$ cat config.mk
export PLATFORM = sky130hd
export DESIGN_NAME = preemptive_priority_scheduler_core_flat
export DESIGN_NICKNAME = d
export VERILOG_FILES = /design/src/rtl/core/pps_pkg.sv /design/src/rtl/core/pps_if.sv /design/src/rtl/core/pps_front.sv /design/src/rtl/core/pps_back.sv /design/src/rtl/core/preemptive_priority_scheduler_core.sv /design/src/flat_wrapper.sv
export SDC_FILE = /design/constraint.sdc
export NUM_CORES = 1
export LEC_CHECK = 0
export BUFFER_PORTS_ARGS = -buffer_cell sky130_fd_sc_hd__buf_2
export CAP_MARGIN = 25
export CORE_AREA = 2 2 415 417
export DETAILED_ROUTE_END_ITERATION = 10
export DIE_AREA = 0 0 417 419
export PLACE_DENSITY_LB_ADDON = 0.2
export SLEW_MARGIN = 20
export SYNTH_ARGS = -nofsm -noshare
export SYNTH_HDL_FRONTEND = slang
export SYNTH_HIERARCHICAL = 1
export SYNTH_SLANG_ARGS = --single-unit
$ cat constraint.sdc
create_clock -name i_clk -period 6.6 [get_ports i_clk]
set_input_delay 0 -clock i_clk [delete_from_list [all_inputs] [get_ports i_clk]]
set_output_delay 0 -clock i_clk [all_outputs]
set_load 0.005 [all_outputs]
$ cat src/rtl/core/pps_pkg.sv
`timescale 1ns / 1ps
`default_nettype none
package pps_pkg;
    localparam int SLOTS     = 16;
    localparam int SLOT_W    = $clog2(SLOTS);
    localparam int CNT_W     = $clog2(SLOTS + 1);
    localparam int TIME_BITS = 16;
    localparam int ARR_W     = 16;
    localparam int BURST_W   = 16;
    localparam int PRIO_W    = 8;
    localparam int OUT_W     = 16;
    localparam int QDEPTH    = 2;

    typedef enum logic {
        KIND_LOAD = 1'b0,
        KIND_TICK = 1'b1
    } t_kind;

    typedef struct packed {
        logic                kind;
        logic [ARR_W-1:0]    arrival_time;
        logic [BURST_W-1:0]  burst_length;
        logic [PRIO_W-1:0]   task_priority;
    } t_in;

    typedef struct packed {
        logic [3:0]        slot;
        logic              idle;
        logic              first_run;
        logic [OUT_W-1:0]  response_time;
        logic              finished;
        logic [OUT_W-1:0]  completion_time;
        logic [OUT_W-1:0]  turnaround_time;
        logic [OUT_W-1:0]  waiting_time;
        logic              all_done;
    } t_out;

    // classified command handed from front to back
    typedef struct packed {
        logic                is_tick;
        logic [ARR_W-1:0]    arrival_time;
        logic [BURST_W-1:0]  burst_length;
        logic [PRIO_W-1:0]   task_priority;
    } t_cmd;
endpackage
`default_nettype wire

$ cat src/rtl/core/pps_if.sv
`timescale 1ns / 1ps
`default_nettype none
interface pps_in_if;
    logic          valid;
    logic          ready;
    pps_pkg::t_in  payload;
    modport source (output valid, output payload, input ready);
    modport sink   (input valid, input payload, output ready);
endinterface

interface pps_out_if;
    logic           valid;
    logic           ready;
    pps_pkg::t_out  payload;
    modport source (output valid, output payload, input ready);
    modport sink   (input valid, input payload, output ready);
endinterface
`default_nettype wire

$ cat src/rtl/core/pps_front.sv
`timescale 1ns / 1ps
`default_nettype none
// Accept items, drop loads past the table size, queue commands for the back.
module pps_front (
    input  wire logic            i_clk,
    input  wire logic            i_rst_n,
    pps_in_if.sink               in_ch,
    output pps_pkg::t_cmd        o_cmd,
    output logic                 o_cmd_valid,
    input  wire logic            i_cmd_pop
);
    localparam int PTR_W = $clog2(pps_pkg::QDEPTH);

    pps_pkg::t_cmd r_q [pps_pkg::QDEPTH];
    logic [PTR_W-1:0] r_wr, r_rd;
    logic [PTR_W:0]   r_fill;
    logic [pps_pkg::CNT_W-1:0] r_loads;
    logic push, keep;

    assign in_ch.ready = (r_fill != PTR_W'(0) + (PTR_W+1)'(pps_pkg::QDEPTH));
    assign push = in_ch.valid && in_ch.ready;
    assign keep = (in_ch.payload.kind == pps_pkg::KIND_TICK) ||
                  (r_loads != pps_pkg::CNT_W'(pps_pkg::SLOTS));
    assign o_cmd_valid = (r_fill != '0);
    assign o_cmd = r_q[r_rd];

    always_ff @(posedge i_clk) begin
        if (!i_rst_n) begin
            r_wr <= '0;
            r_rd <= '0;
            r_fill <= '0;
            r_loads <= '0;
        end else begin
            if (push && keep) begin
                r_q[r_wr] <= '{is_tick: in_ch.payload.kind,
                               arrival_time: in_ch.payload.arrival_time,
                               burst_length: in_ch.payload.burst_length,
                               task_priority: in_ch.payload.task_priority};
                r_wr <= r_wr + 1'b1;
                if (in_ch.payload.kind == pps_pkg::KIND_LOAD)
                    r_loads <= r_loads + 1'b1;
            end
            if (i_cmd_pop)
                r_rd <= r_rd + 1'b1;
            r_fill <= r_fill + (PTR_W+1)'(push && keep) - (PTR_W+1)'(i_cmd_pop);
        end
    end
endmodule
`default_nettype wire

$ cat src/rtl/core/pps_back.sv
`timescale 1ns / 1ps
`default_nettype none
// Store tasks; on a tick scan slots one per cycle, then run the winner.
module pps_back (
    input  wire logic      i_clk,
    input  wire logic      i_rst_n,
    input  pps_pkg::t_cmd  i_cmd,
    input  wire logic      i_cmd_valid,
    output logic           o_cmd_pop,
    pps_out_if.source      out_ch
);
    localparam int SW = pps_pkg::SLOT_W;
    localparam int CW = pps_pkg::CNT_W;
    localparam int TB = pps_pkg::TIME_BITS;

    typedef enum logic [3:0] {
        ST_IDLE = 4'b0001,
        ST_SCAN = 4'b0010,
        ST_EXEC = 4'b0100,
        ST_OUT  = 4'b1000
    } t_state;

    t_state r_state;
    logic [pps_pkg::ARR_W-1:0]   r_arr   [pps_pkg::SLOTS];
    logic [pps_pkg::BURST_W-1:0] r_burst [pps_pkg::SLOTS];
    logic [pps_pkg::BURST_W-1:0] r_rem   [pps_pkg::SLOTS];
    logic [pps_pkg::PRIO_W-1:0]  r_prio  [pps_pkg::SLOTS];
    logic                        r_start [pps_pkg::SLOTS];
    logic [CW-1:0] r_loaded, r_fin, r_idx;
    logic [TB-1:0] r_time;
    logic          r_have;
    logic [SW-1:0] r_best;
    pps_pkg::t_out r_out;
    pps_pkg::t_out n_out;
    logic          r_ovalid;

    logic [SW-1:0] idx;
    logic          ready_i, better;
    logic [TB-1:0] after;
    logic [TB:0]   tat;
    logic [pps_pkg::BURST_W-1:0] rem_n;

    assign idx = r_idx[SW-1:0];
    assign ready_i = (r_arr[idx] <= r_time) && (r_rem[idx] != '0);
    assign better = !r_have || (r_prio[idx] < r_prio[r_best]) ||
                    ((r_prio[idx] == r_prio[r_best]) && (r_arr[idx] < r_arr[r_best]));
    assign after = (r_time == '1) ? r_time : r_time + 1'b1;
    assign rem_n = r_rem[r_best] - 1'b1;
    assign tat = (TB+1)'(after) - (TB+1)'(r_arr[r_best]);

    assign o_cmd_pop = (r_state == ST_IDLE) && i_cmd_valid &&
                       (!i_cmd.is_tick || !r_ovalid);
    assign out_ch.valid = r_ovalid;
    assign out_ch.payload = r_out;

    always_comb begin
        n_out = '0;
        if (!r_have) begin
            n_out.idle = 1'b1;
            n_out.all_done = (r_fin >= r_loaded);
        end else begin
            n_out.slot = 4'(r_best);
            if (!r_start[r_best]) begin
                n_out.first_run = 1'b1;
                n_out.response_time = pps_pkg::OUT_W'(r_time - TB'(r_arr[r_best]));
            end
            if (rem_n == '0) begin
                n_out.finished = 1'b1;
                n_out.completion_time = pps_pkg::OUT_W'(after);
                n_out.turnaround_time = pps_pkg::OUT_W'(tat);
                n_out.waiting_time = (tat >= (TB+1)'(r_burst[r_best]))
                    ? pps_pkg::OUT_W'(tat - (TB+1)'(r_burst[r_best])) : '0;
                n_out.all_done = (r_fin + 1'b1 >= r_loaded);
            end else begin
                n_out.all_done = (r_fin >= r_loaded);
            end
        end
    end

    always_ff @(posedge i_clk) begin
        if (!i_rst_n) begin
            r_state <= ST_IDLE;
            r_loaded <= '0;
            r_fin <= '0;
            r_time <= '0;
            r_ovalid <= 1'b0;
            r_idx <= '0;
            r_have <= 1'b0;
        end else begin
            if (r_state == ST_OUT)
                r_ovalid <= 1'b1;
            else if (out_ch.ready)
                r_ovalid <= 1'b0;
            unique case (r_state)
                ST_IDLE: begin
                    if (o_cmd_pop) begin
                        if (!i_cmd.is_tick) begin
                            r_arr[r_loaded[SW-1:0]]   <= i_cmd.arrival_time;
                            r_burst[r_loaded[SW-1:0]] <= i_cmd.burst_length;
                            r_rem[r_loaded[SW-1:0]]   <= i_cmd.burst_length;
                            r_prio[r_loaded[SW-1:0]]  <= i_cmd.task_priority;
                            r_start[r_loaded[SW-1:0]] <= 1'b0;
                            r_loaded <= r_loaded + 1'b1;
                            if (i_cmd.burst_length == '0)
                                r_fin <= r_fin + 1'b1;
                        end else begin
                            r_idx <= '0;
                            r_have <= 1'b0;
                            r_state <= (r_loaded == '0) ? ST_EXEC : ST_SCAN;
                        end
                    end
                end
                ST_SCAN: begin
                    if (ready_i && better) begin
                        r_best <= idx;
                        r_have <= 1'b1;
                    end
                    if (r_idx + 1'b1 == r_loaded)
                        r_state <= ST_EXEC;
                    r_idx <= r_idx + 1'b1;
                end
                ST_EXEC: begin
                    r_out <= n_out;
                    r_time <= after;
                    if (r_have) begin
                        if (!r_start[r_best])
                            r_start[r_best] <= 1'b1;
                        r_rem[r_best] <= rem_n;
                        if (rem_n == '0)
                            r_fin <= r_fin + 1'b1;
                    end
                    r_state <= ST_OUT;
                end
                ST_OUT: begin
                    r_state <= ST_IDLE;
                end
                default: r_state <= ST_IDLE;
            endcase
        end
    end
endmodule
`default_nettype wire

$ cat src/rtl/core/preemptive_priority_scheduler_core.sv
`timescale 1ns / 1ps
`default_nettype none
// Preemptive priority scheduler over 16 task slots. A tick beat scans the loaded slots,
// one slot compared per cycle by a single shared comparator, then passes through an
// update state (ST_EXEC) and a result state (ST_OUT). A two-entry command queue
// decouples the input from the scan, and the result register lets the next load
// proceed while a result waits.
module preemptive_priority_scheduler_core (
    input  wire logic  i_clk,
    input  wire logic  i_rst_n,
    pps_in_if.sink     in_ch,
    pps_out_if.source  out_ch
);
    pps_pkg::t_cmd cmd;
    logic cmd_valid, cmd_pop;

    pps_front u_front (
        .i_clk(i_clk), .i_rst_n(i_rst_n), .in_ch(in_ch),
        .o_cmd(cmd), .o_cmd_valid(cmd_valid), .i_cmd_pop(cmd_pop)
    );
    pps_back u_back (
        .i_clk(i_clk), .i_rst_n(i_rst_n), .i_cmd(cmd),
        .i_cmd_valid(cmd_valid), .o_cmd_pop(cmd_pop), .out_ch(out_ch)
    );

    a_pop_valid: assert property (@(posedge i_clk) disable iff (!i_rst_n)
        cmd_pop |-> cmd_valid) else $error("pop from empty queue");
    a_idle_slot: assert property (@(posedge i_clk) disable iff (!i_rst_n)
        (out_ch.valid && out_ch.payload.idle) |->
        (!out_ch.payload.first_run && !out_ch.payload.finished))
        else $error("idle result carries task data");
    a_fin_time: assert property (@(posedge i_clk) disable iff (!i_rst_n)
        (out_ch.valid && out_ch.payload.finished) |->
        (out_ch.payload.turnaround_time <= out_ch.payload.completion_time))
        else $error("turnaround exceeds completion");
endmodule
`default_nettype wire
$ cat src/flat_wrapper.sv
// flat-port wrapper written by rule: the top's interface ports become plain ports
module preemptive_priority_scheduler_core_flat 
  (i_clk, i_rst_n, in_ch_valid, in_ch_payload, in_ch_ready, out_ch_valid, out_ch_payload, out_ch_ready);
  pps_in_if in_ch_i ();
  pps_out_if out_ch_i ();
  input  wire logic i_clk;
  input  wire logic i_rst_n;
  input wire logic [$bits(in_ch_i.valid)-1:0] in_ch_valid;
  input wire logic [$bits(in_ch_i.payload)-1:0] in_ch_payload;
  output wire logic [$bits(in_ch_i.ready)-1:0] in_ch_ready;
  output wire logic [$bits(out_ch_i.valid)-1:0] out_ch_valid;
  output wire logic [$bits(out_ch_i.payload)-1:0] out_ch_payload;
  input wire logic [$bits(out_ch_i.ready)-1:0] out_ch_ready;
  assign in_ch_i.valid = in_ch_valid;
  assign in_ch_i.payload = in_ch_payload;
  assign in_ch_ready = in_ch_i.ready;
  assign out_ch_valid = out_ch_i.valid;
  assign out_ch_payload = out_ch_i.payload;
  assign out_ch_i.ready = out_ch_ready;
  preemptive_priority_scheduler_core u_core (.i_clk(i_clk), .i_rst_n(i_rst_n), .in_ch(in_ch_i), .out_ch(out_ch_i));
endmodule
# Word level (Yosys, flattened, before mapping)
# Memories as Yosys holds them, arrays and structs flattened. A register that Yosys moved wholly into a read port is not among the register bits.
# Index checks and enable logic that the tools add are counted.
op_classes:
  addsub: 13
  multipliers: 0
  div_mod_pow: 0
  magnitude_cmp: 6
  eq_ne: 17
  n_shift: 0
  mux: 63
  n_bitwise: 3
  reduce_logical: 35
op_table:
  columns: ["op", "count"]
  rows:
  - ["4-bit two-way mux", 16]
  - ["49-bit two-way mux", 1]
  - ["16-bit two-way mux", 3]
  - ["5-bit two-way mux", 7]
  - ["16-bit logical NOT", 2]
  - ["16-bit subtractor", 2]
  - ["1-bit two-way mux", 30]
  - ["5-bit by 1-bit adder with 5-bit output (second input constant)", 4]
  - ["5-bit one-hot mux with 2 select lines", 2]
  - ["17-bit by 16-bit >= comparator with 1-bit output", 1]
  - ["17-bit two-way mux", 1]
  - ["16-bit by 16-bit subtractor with 17-bit output", 1]
  - ["16-bit by 1-bit adder with 16-bit output (second input constant)", 1]
  - ["16-bit equality test (second input constant)", 1]
  - ["16-bit <= comparator", 1]
  - ["16-bit less-than comparator", 1]
  - ["16-bit nonzero test", 1]
  - ["16-bit OR reduction", 1]
  - ["16-bit by 1-bit subtractor with 16-bit output (second input constant)", 1]
  - ["3-bit AND reduction", 5]
  - ["2-bit inequality test (second input constant)", 7]
  - ["4-bit one-hot mux with 3 select lines", 1]
  - ["5-bit >= comparator", 2]
  - ["8-bit equality test", 1]
  - ["other kinds (24)", 44]
word_totals:
  regBits: 122
  latchBits: 0
  ramBits: 994
  mem_bits_ro: 0
  out_inout_bits: 74
  word_cells: 164
  mem_count: 6
memory_table:
  columns: ["name", "words", "word_bits", "rd", "rd_clocked_by_memory_dff", "wr", "line_no", "source"]
  rows:
  - ["u_core.u_back.r_arr", 16, 16, 2, 2, 1, "pps_back.sv:24", "logic [pps_pkg::ARR_W-1:0] r_arr [pps_pkg::SLOTS];"]
  - ["u_core.u_back.r_burst", 16, 16, 1, 1, 1, "pps_back.sv:25", "logic [pps_pkg::BURST_W-1:0] r_burst [pps_pkg::SLOTS];"]
  - ["u_core.u_back.r_rem", 16, 16, 2, 2, 1, "pps_back.sv:26", "logic [pps_pkg::BURST_W-1:0] r_rem [pps_pkg::SLOTS];"]
  - ["u_core.u_back.r_prio", 16, 8, 2, 2, 1, "pps_back.sv:27", "logic [pps_pkg::PRIO_W-1:0] r_prio [pps_pkg::SLOTS];"]
  - ["u_core.u_front.r_q", 2, 41, 1, 1, 1, "pps_front.sv:14", "pps_pkg::t_cmd r_q [pps_pkg::QDEPTH];"]
  - ["u_core.u_back.r_start", 16, 1, 1, 1, 1, "pps_back.sv:28", "logic r_start [pps_pkg::SLOTS];"]

# Longest topological paths before layout
# Gate-level depths: netlist of the first run.
depth:
  ltp_word: 8
  depth_mapped: 32

# Hierarchy
# Netlist of the first run, hierarchy kept.
by_module_without_submodules:
  columns: ["mod", "instances", "cells_per_inst", "area_per_inst_um2", "seq_area_each_um2"]
  rows:
  - ["pps_back", 1, 2637, 47307.9, 30569.3]
  - ["pps_front", 1, 184, 3482.1, 2662.6]

# Worst setup path before layout of the first run
# No wires, ideal clock.
synth_path:
  path_kind: "reg2reg"
  startpoint: "reg (tool-made name)"
  endpoint: "reg u_core.u_back.r_out, in the netlist u_core/u_back/out_ch.payload[13], data pin"
  setup_time_ps: 258
  t_arrival_ps: 6998
  required_ps: 6342
  path_slack_ps: -656
  path_stages_with_launch: 32
  period_less_slack_ps: 7256
  cell_sequence: "dfxtp_1 > buf_6 > buf_12 > buf_12 > buf_8 > buf_2 > clkbuf_1 > clkbuf_1 > mux4_2 > mux4_2 > inv_1 > ha_1 > a21oi_1 > maj3_1 > nand3b_1 > a311o_1 > nand2_1 > nand2_1 > a21boi_0 > o21ai_0 > o31a_1 > ha_1 > clkbuf_1 > and3_1 > a211oi_1 > o21ai_0 > a21o_1 > a31o_2 > o311ai_2 > a41o_4 > buf_8 > nor2_4"
synth_rtl:
  columns: ["element", "line_no", "source"]
  rows:
  - ["end signal, assigned", "pps_back.sv:123", "r_out <= n_out;"]
  - ["end, declared", "pps_back.sv:33", "pps_pkg::t_out r_out;"]

==> results.md, run 1 <==
- WP data required: 7110 ps
- Post-synthesis adder-cell area fraction: 2.71%
- CP top delay family: compound AO/OA/AOI/OAI gates
- Largest net degree at the start of global routing: 86
- DR WL/cell: 27.2 microns
- VDD IR max: 249 uV
- DRT iter0 DRCs: 2596
- Status: finished, final reports clean
- Top cells by area, synth: edfxtp_1, mux4_2, ha_1, dfxtp_1, mux2_2
- I/O Pins: 119
- Period minus WS final: 6150 ps
- CTS tree: done
- Xor/xnor share of the synthesized area: 1.40%
- Share of the synthesized area in the top cell type: 63.3%
- Final Cell Area: 59400 sq um
- Leakage power: 19.1 nW
- Hold Crit Class: in2reg
- DP Area: 54600 sq um
- Top cell type by total area after synthesis: edfxtp_1
- Fin Setup TNS: 0 ps
- Unrepaired setup endpoints after global routing: false
- Mapped Nets: 2972
- Die area: 175000 sq um
- Die height: 419 microns
- CP Buf/Inv Count: 2
- R2r setup slk: 450 ps
- # placed instances: 5142
- Hold Crit Depth: 2
- Post-synth EDFFs: 1070
- #FFs+latches synth: 1125
- Crit Path Category: reg2reg
- Clock buffer depth: 3
- Clock Tree Root: clkbuf_16
- Die X: 417 microns
- DRC viols: 0
- CP endpoint kind: register
- Count of input and output buffers: 118
- Vias in the first global route: 29200
- Final ANT Viol Nets: 0
- Post-synthesis compound-gate area fraction: 3.30%
- Syn-to-layout area delta: 16.9%
- Final Skew: 39.2 ps
- FP Rows: 152
- Layout cell share with drive strength beyond 1: 28.6%
- Worst-path clk slew: 60 ps
- Crit-path max cell delay: 520 ps
- Hold endpoint: u_core/u_front/r_q[0][1]
- Cell Area, Synth: 50800 sq um
- Initial Utilization: 29.8%
- Syn_area_per_cell: 18.0 sq um
- Fin. max-slew vios: 0
- CTS sink cnt: 1125
- Final-layout fill cell count: 16000
- F_max: 163 MHz
- Ys flop type: edfxtp_1
- Mapped Cells: 2821
- Yosys Warn Count: 6
- Slowest CP cell: mux4_2
- Hold Path Origin: in_ch_payload[1]
- Initial antenna violation count: 8
- Gr usage total: 17.0%
- Worst-margin pin slew: 1090 ps
- Pwr dens: 284 nW/um^2
- Simple-Gate Fraction of Synth Area: 5.95%
- GRT Residual Overflow: 0
- Drt total wl: 148 mm
- Global placement routability congestion: 0.815
- Final hold viol count: 0
- Yosys cell types: 98
- Global-route wire length before repair: 214 mm
- Via Count: 28200
- Top post-synthesis cells by count: edfxtp_1, mux4_2, nor2_1
- Largest family of logic cells by synthesized area: multiplexers
- Final period util: 93.2%
- Non-Filler Instances: 5451
- 1st-pass router iterations: 7
- Fraction of registers with async set/reset: 0%
- Count leader, synth: edfxtp_1
- Max Cap Violations: 0
- Mux contribution to synthesized area: 19.2%
- Layout Nets: 3266
- Final setup vio count: 0
- Total CTS buffers: 120
- Clk_lat worst skew: 770 ps
- Reg2Reg Capture Point: u_core/u_back/out_ch.payload[4]
- Drt via density: 5.17
- CORE AREA: 171000 sq um
- Tot Pwr: 16.9 mW
- Crit Path Max Fanout: 12
- Crit path DAT: 6660 ps
- Type of origin of the critical path: register
- Post-DP HPWL: 96.2 mm
- H-tree depth: 3
- R2R cell count: 25
- Sequential fraction of the synthesis area: 65.4%
- Max-slew headroom: 27.2%
registers in the layout, summed over array words and instances (netlist names), 2 cells and up, named ones only:
| register | cells |
|---|---|
| u_core/u_back/out_ch.payload | 72 |
| u_core/u_back/r_arr | 256 |
| u_core/u_back/r_best | 4 |
| u_core/u_back/r_burst | 256 |
| u_core/u_back/r_fin | 5 |
| u_core/u_back/r_idx | 5 |
| u_core/u_back/r_loaded | 5 |
| u_core/u_back/r_prio | 128 |
| u_core/u_back/r_rem | 256 |
| u_core/u_back/r_start | 16 |
| u_core/u_back/r_state | 4 |
| u_core/u_back/r_time | 16 |
| u_core/u_front/r_fill | 2 |
| u_core/u_front/r_loads | 5 |
| u_core/u_front/r_q | 82 |
logic make-up (layout without fill, tap and decap cells):
logic type | count (synthesis) | after routing
AOI/OAI and AO/OA | 249 | 249
xor gates and xnor gates | 78 | 78
adders and majority gates | 109 | 109
buffers and inverters | 225 | 620
DFF | 1125 | 1125
muxes | 475 | 475
other | 0 | 2
and+or+nand+nor | 560 | 560
report_power, final:
group / internal, mW / switching, mW
Sequential: 8.25 / 0.0807
Combinational: 0.601 / 1.16
Clock: 3.92 / 2.86
placed cells by master (no fill, tap or decap), types with 55 or more instances in the layout:
| cell type | count |
|---|---|
| dlygate4sd3_1 | 79 |
| nor2_1 | 134 |
| buf_2 | 118 |
| xnor2_1 | 55 |
| a21oi_1 | 61 |
| nand2_1 | 93 |
| nor4_1 | 59 |
| mux4_2 | 395 |
| edfxtp_1 | 1070 |
| buf_4 | 91 |
| inv_1 | 94 |
| ha_1 | 103 |
| clkbuf_16 | 120 |
final cells by class:
cell class	instances	area, sq um	share of cell area, %
Sequential cell	1125	33300	56.0
Clock buffer	156	3200	5.39
Inverter	99	373	0.628
Clock inverter	67	759	1.28
Timing Repair Buffer	298	2270	3.82
Tap cell	2233	2790	4.71
Multi-Input combinational cell	1471	16700	28.2
Antenna cell	2	5.00	0.00843
metrics by stage:
stage                     hold slack, ps  worst slack, ps  utilization (%)
after floorplan                     98.9             16.9                -
after global placement               188              323             31.9
after detailed placement             191              265             32.0
after CTS                           8.95              285             34.8
after global routing                36.6             13.8             34.8
final                               69.9              446             34.8
worst max-delay path by stage:
stage	slack, ps	endpoint	depth (start not counted)	start
3_3_place_gp	320	u_core/u_back/out_ch.payload[16]	17	register
3_5_place_dp	270	u_core/u_back/out_ch.payload[3]	24	register
6_report	450	u_core/u_back/out_ch.payload[4]	25	register
2_1_floorplan	20	u_core/u_back/out_ch.payload[13]	31	register
4_1_cts	290	u_core/u_back/out_ch.payload[4]	24	register
5_1_grt	10	u_core/u_back/out_ch.payload[5]	25	register
what timing repair did:
action	CTS	global route
endpoints found under the setup margin	0	16
endpoints found under the hold margin	100	0
gates resized for setup	0	1
buffers inserted	0	4
hold buffers	79	0
routing by layer:
layer / global-route usage, % / part of all wire, % / wire length [microns]
met1: 23.2 / 44 / 65400
met2: 28.1 / 48 / 71700
met3: 2.77 / 5.7 / 8400
met4: 4.21 / 1.9 / 2880
met5: 0 / 0 / 0
Note: power is estimated with default switching activity, not from simulation.
==> run 2: changes to the inputs <==
--- a/config.mk
+++ b/config.mk
@@ -8,6 +8,7 @@
 export BUFFER_PORTS_ARGS = -buffer_cell sky130_fd_sc_hd__buf_2
 export CAP_MARGIN = 25
 export CORE_AREA = 2 2 415 417
+export CTS_BUF_LIST = sky130_fd_sc_hd__clkbuf_8 sky130_fd_sc_hd__clkbuf_16
 export DETAILED_ROUTE_END_ITERATION = 10
 export DIE_AREA = 0 0 417 419
 export PLACE_DENSITY_LB_ADDON = 0.2
==> run 2 against run 1 <==
Effect of this change: maximum frequency is 0.11% higher; clock-buffer cell count down 30; non-clock buffer count is the same; combinational power hardly changed; largest power group unchanged; first-iteration DRC count increased by 2.6%; critical endpoint is now u_core/u_back/out_ch.payload[16]; clock power fell by 0.6%; core utilization is the same; clock skew is essentially flat; final area stayed put; total power down 0.24%.
==> results.md, run 2 (synthesis results as in run 1) <==
- Syn-to-layout area delta: 16.9% (unchanged)
- Final period util: 93.1% (was 93.2%)
- Drt via density: 5.17 (about the same)
- Clock power share: 40.1% (was 40.2%)
- Final Skew: 39.5 ps (was 39.2 ps)
- Crit Path Category: reg2reg (unchanged)
- Die X: 417 microns (unchanged)
- DR WL/cell: 27.2 microns (about the same)
- Area of the multi-input gates: 16700 sq um (unchanged)
- CP endpoint kind: register (unchanged)
- Max Cap Violations: 0 (unchanged)
- Final-layout fill cell count: 16000 (unchanged)
- Layout Nets: 3266 (unchanged)
- Worst-path clk slew: 60 ps (about the same)
- F_max: 163 MHz (about the same)
- CORE AREA: 171000 sq um (unchanged)
- Commonest non-fill, non-tap cells in the layout: edfxtp_1, mux4_2, nor2_1, inv_1, clkbuf_16 (was edfxtp_1, mux4_2, nor2_1, clkbuf_16, buf_2)
- Crit Path Max Fanout: 24 (was 12)
- Hold Crit Class: in2reg (unchanged)
- Register share of total power: 49.5% (was 49.3%)
- Post-DP HPWL: 96.2 mm (unchanged)
- Tot Pwr: 16.8 mW (was 16.9 mW)
- Final ANT Viol Nets: 0 (unchanged)
- Largest net degree at the start of global routing: 86 (unchanged)
- Switching part of the total: 24.4% (was 24.3%)
- Leakage power: 19.2 nW (was 19.1 nW)
- Total CTS buffers: 120 (unchanged)
- Die height: 419 microns (unchanged)
- GRT Residual Overflow: 0 (unchanged)
- Clock Tree Root: clkbuf_16 (unchanged)
- Layout cell share with drive strength beyond 1: 28.6% (unchanged)
- Internal power: 12.7 mW (was 12.8 mW)
- Combinational power share: 10.5% (was 10.4%)
- CTS sink cnt: 1125 (unchanged)
- Unrepaired setup endpoints after global routing: false (unchanged)
- VDD IR max: 250 uV (was 249 uV)
- Pwr dens: 283 nW/um^2 (was 284 nW/um^2)
- Initial Utilization: 29.8% (unchanged)
- CTS tree: done (unchanged)
- Initial antenna violation count: 8 (unchanged)
- Max-slew headroom: 26.3% (was 27.2%)
- Final Cell Area: 59400 sq um (unchanged)
- DP Area: 54600 sq um (unchanged)
- Count of input and output buffers: 118 (unchanged)
- Die area: 175000 sq um (unchanged)
- DRT iter0 DRCs: 2664 (was 2596)
- I/O Pins: 119 (unchanged)
- H-tree depth: 3 (unchanged)
- Commonest non-fill, non-tap cell in the layout: edfxtp_1 (unchanged)
- Worst-margin pin slew: 1100 ps (was 1090 ps)
- Period minus WS final: 6150 ps (about the same)
- Fin. max-slew vios: 0 (unchanged)
- Global-route wire length before repair: 214 mm (about the same)
- Final hold viol count: 0 (unchanged)
- Gr usage total: 17.0% (about the same)
- Final setup vio count: 0 (unchanged)
- Vias in the first global route: 29200 (about the same)
- DRC viols: 0 (unchanged)
- Type of origin of the critical path: register (unchanged)
- Global placement routability congestion: 0.815 (unchanged)
- Crit path DAT: 6760 ps (was 6660 ps)
- Clk_lat worst skew: 770 ps (about the same)
- FP Rows: 152 (unchanged)
- Status: finished, final reports clean (unchanged)
- Drt total wl: 148 mm (about the same)
- Fin Setup TNS: 0 ps (unchanged)
- WP data required: 7220 ps (was 7110 ps)
- Finished Core Util: 34.8% (unchanged)
- Clock buffer depth: 3 (unchanged)
- Sequential cell area: 33300 sq um (unchanged)
- P_sw: 4.11 mW (was 4.10 mW)
- Via Count: 28200 (about the same)
- 1st-pass router iterations: 7 (unchanged)
run 2: changes by cell type in the layout (fill, tap and decap cells not counted), sizes merged:
| cell | change |
|---|---|
| inv | +30 |
| clkbuf | -30 |
run 2: power by group through the flow:
stage | sequential (mW) | clock (mW) | combinational, mW
after floorplan | 8.44 | 0 | 1.04
after global placement | 8.48 | 0 | 1.75
after detailed placement | 8.48 | 0 | 1.74
after CTS | 8.33 | 6.94 | 1.79
after global routing | 8.34 | 7.18 | 1.93
final | 8.33 | 6.74 | 1.76
run 2: stage by stage:
| step | hold WS [ps] | setup WS [ps] | cells |
|---|---|---|---|
| 2_1_floorplan | 98.9 | 16.9 | 2821 |
| 3_3_place_gp | 188 | 323 | 5139 |
| 3_5_place_dp | 191 | 265 | 5142 |
| 4_1_cts | 8.95 | 285 | 5444 |
| 5_1_grt | 36.6 | 13.8 | 5451 |
| 6_report | 70.2 | 453 | 5451 |
run 2: path summary, 6_finish.rpt:
| path | startpoint | end | slack (ps) | cells past startpoint |
|---|---|---|---|---|
| worst min register to register | u_core/u_front/r_loads[4] | u_core/u_front/r_loads[4] | 500 | 2 |
| worst min-delay path | in_ch_payload[1] | u_core/u_front/r_q[0][1] | 70 | 2 |
| worst max register to register | register | u_core/u_back/out_ch.payload[16] | 450 | 18 |
| worst max-delay path | register | u_core/u_back/out_ch.payload[16] | 450 | 18 |
run 2: final cells by class:
cell class / count / area share (%)
Antenna cell: 2 / 0.00843
Clock buffer: 126 / 5.20
Clock inverter: 97 / 1.47
Inverter: 99 / 0.628
Multi-Input combinational cell: 1471 / 28.2
Sequential cell: 1125 / 56.0
Tap cell: 2233 / 4.71
Timing Repair Buffer: 298 / 3.82
run 2: repair_timing:
action / CTS / global route
buffers inserted: 0 / 4
endpoints found under the hold margin: 100 / 0
resized for setup: 0 / 1
hold buffers: 79 / 0
endpoints found under the setup margin: 0 / 16
run 2: layer usage:
layer	vias to the layer above	GRT usage, %	share of wire [%]
met5	-	0	0
met4	0	4.21	1.9
met3	164	2.77	5.5
met2	796	28.1	48
met1	15000	23.2	44
li1	12200	-	-
run 2: worst max-delay path, cell delays in order (launching register included):
cell	delay [ps]
dfxtp_4	500
buf_4	500
mux4_2	590
mux4_2	480
inv_1	220
ha_1	260
nand3_1	150
or3_1	330
a21oi_1	320
nor2_1	150
o311ai_0	540
a21oi_1	170
xnor2_1	180
ha_1	380
nand3_1	110
or4_1	510
a41o_4	260
buf_4	140
nor3b_2	160
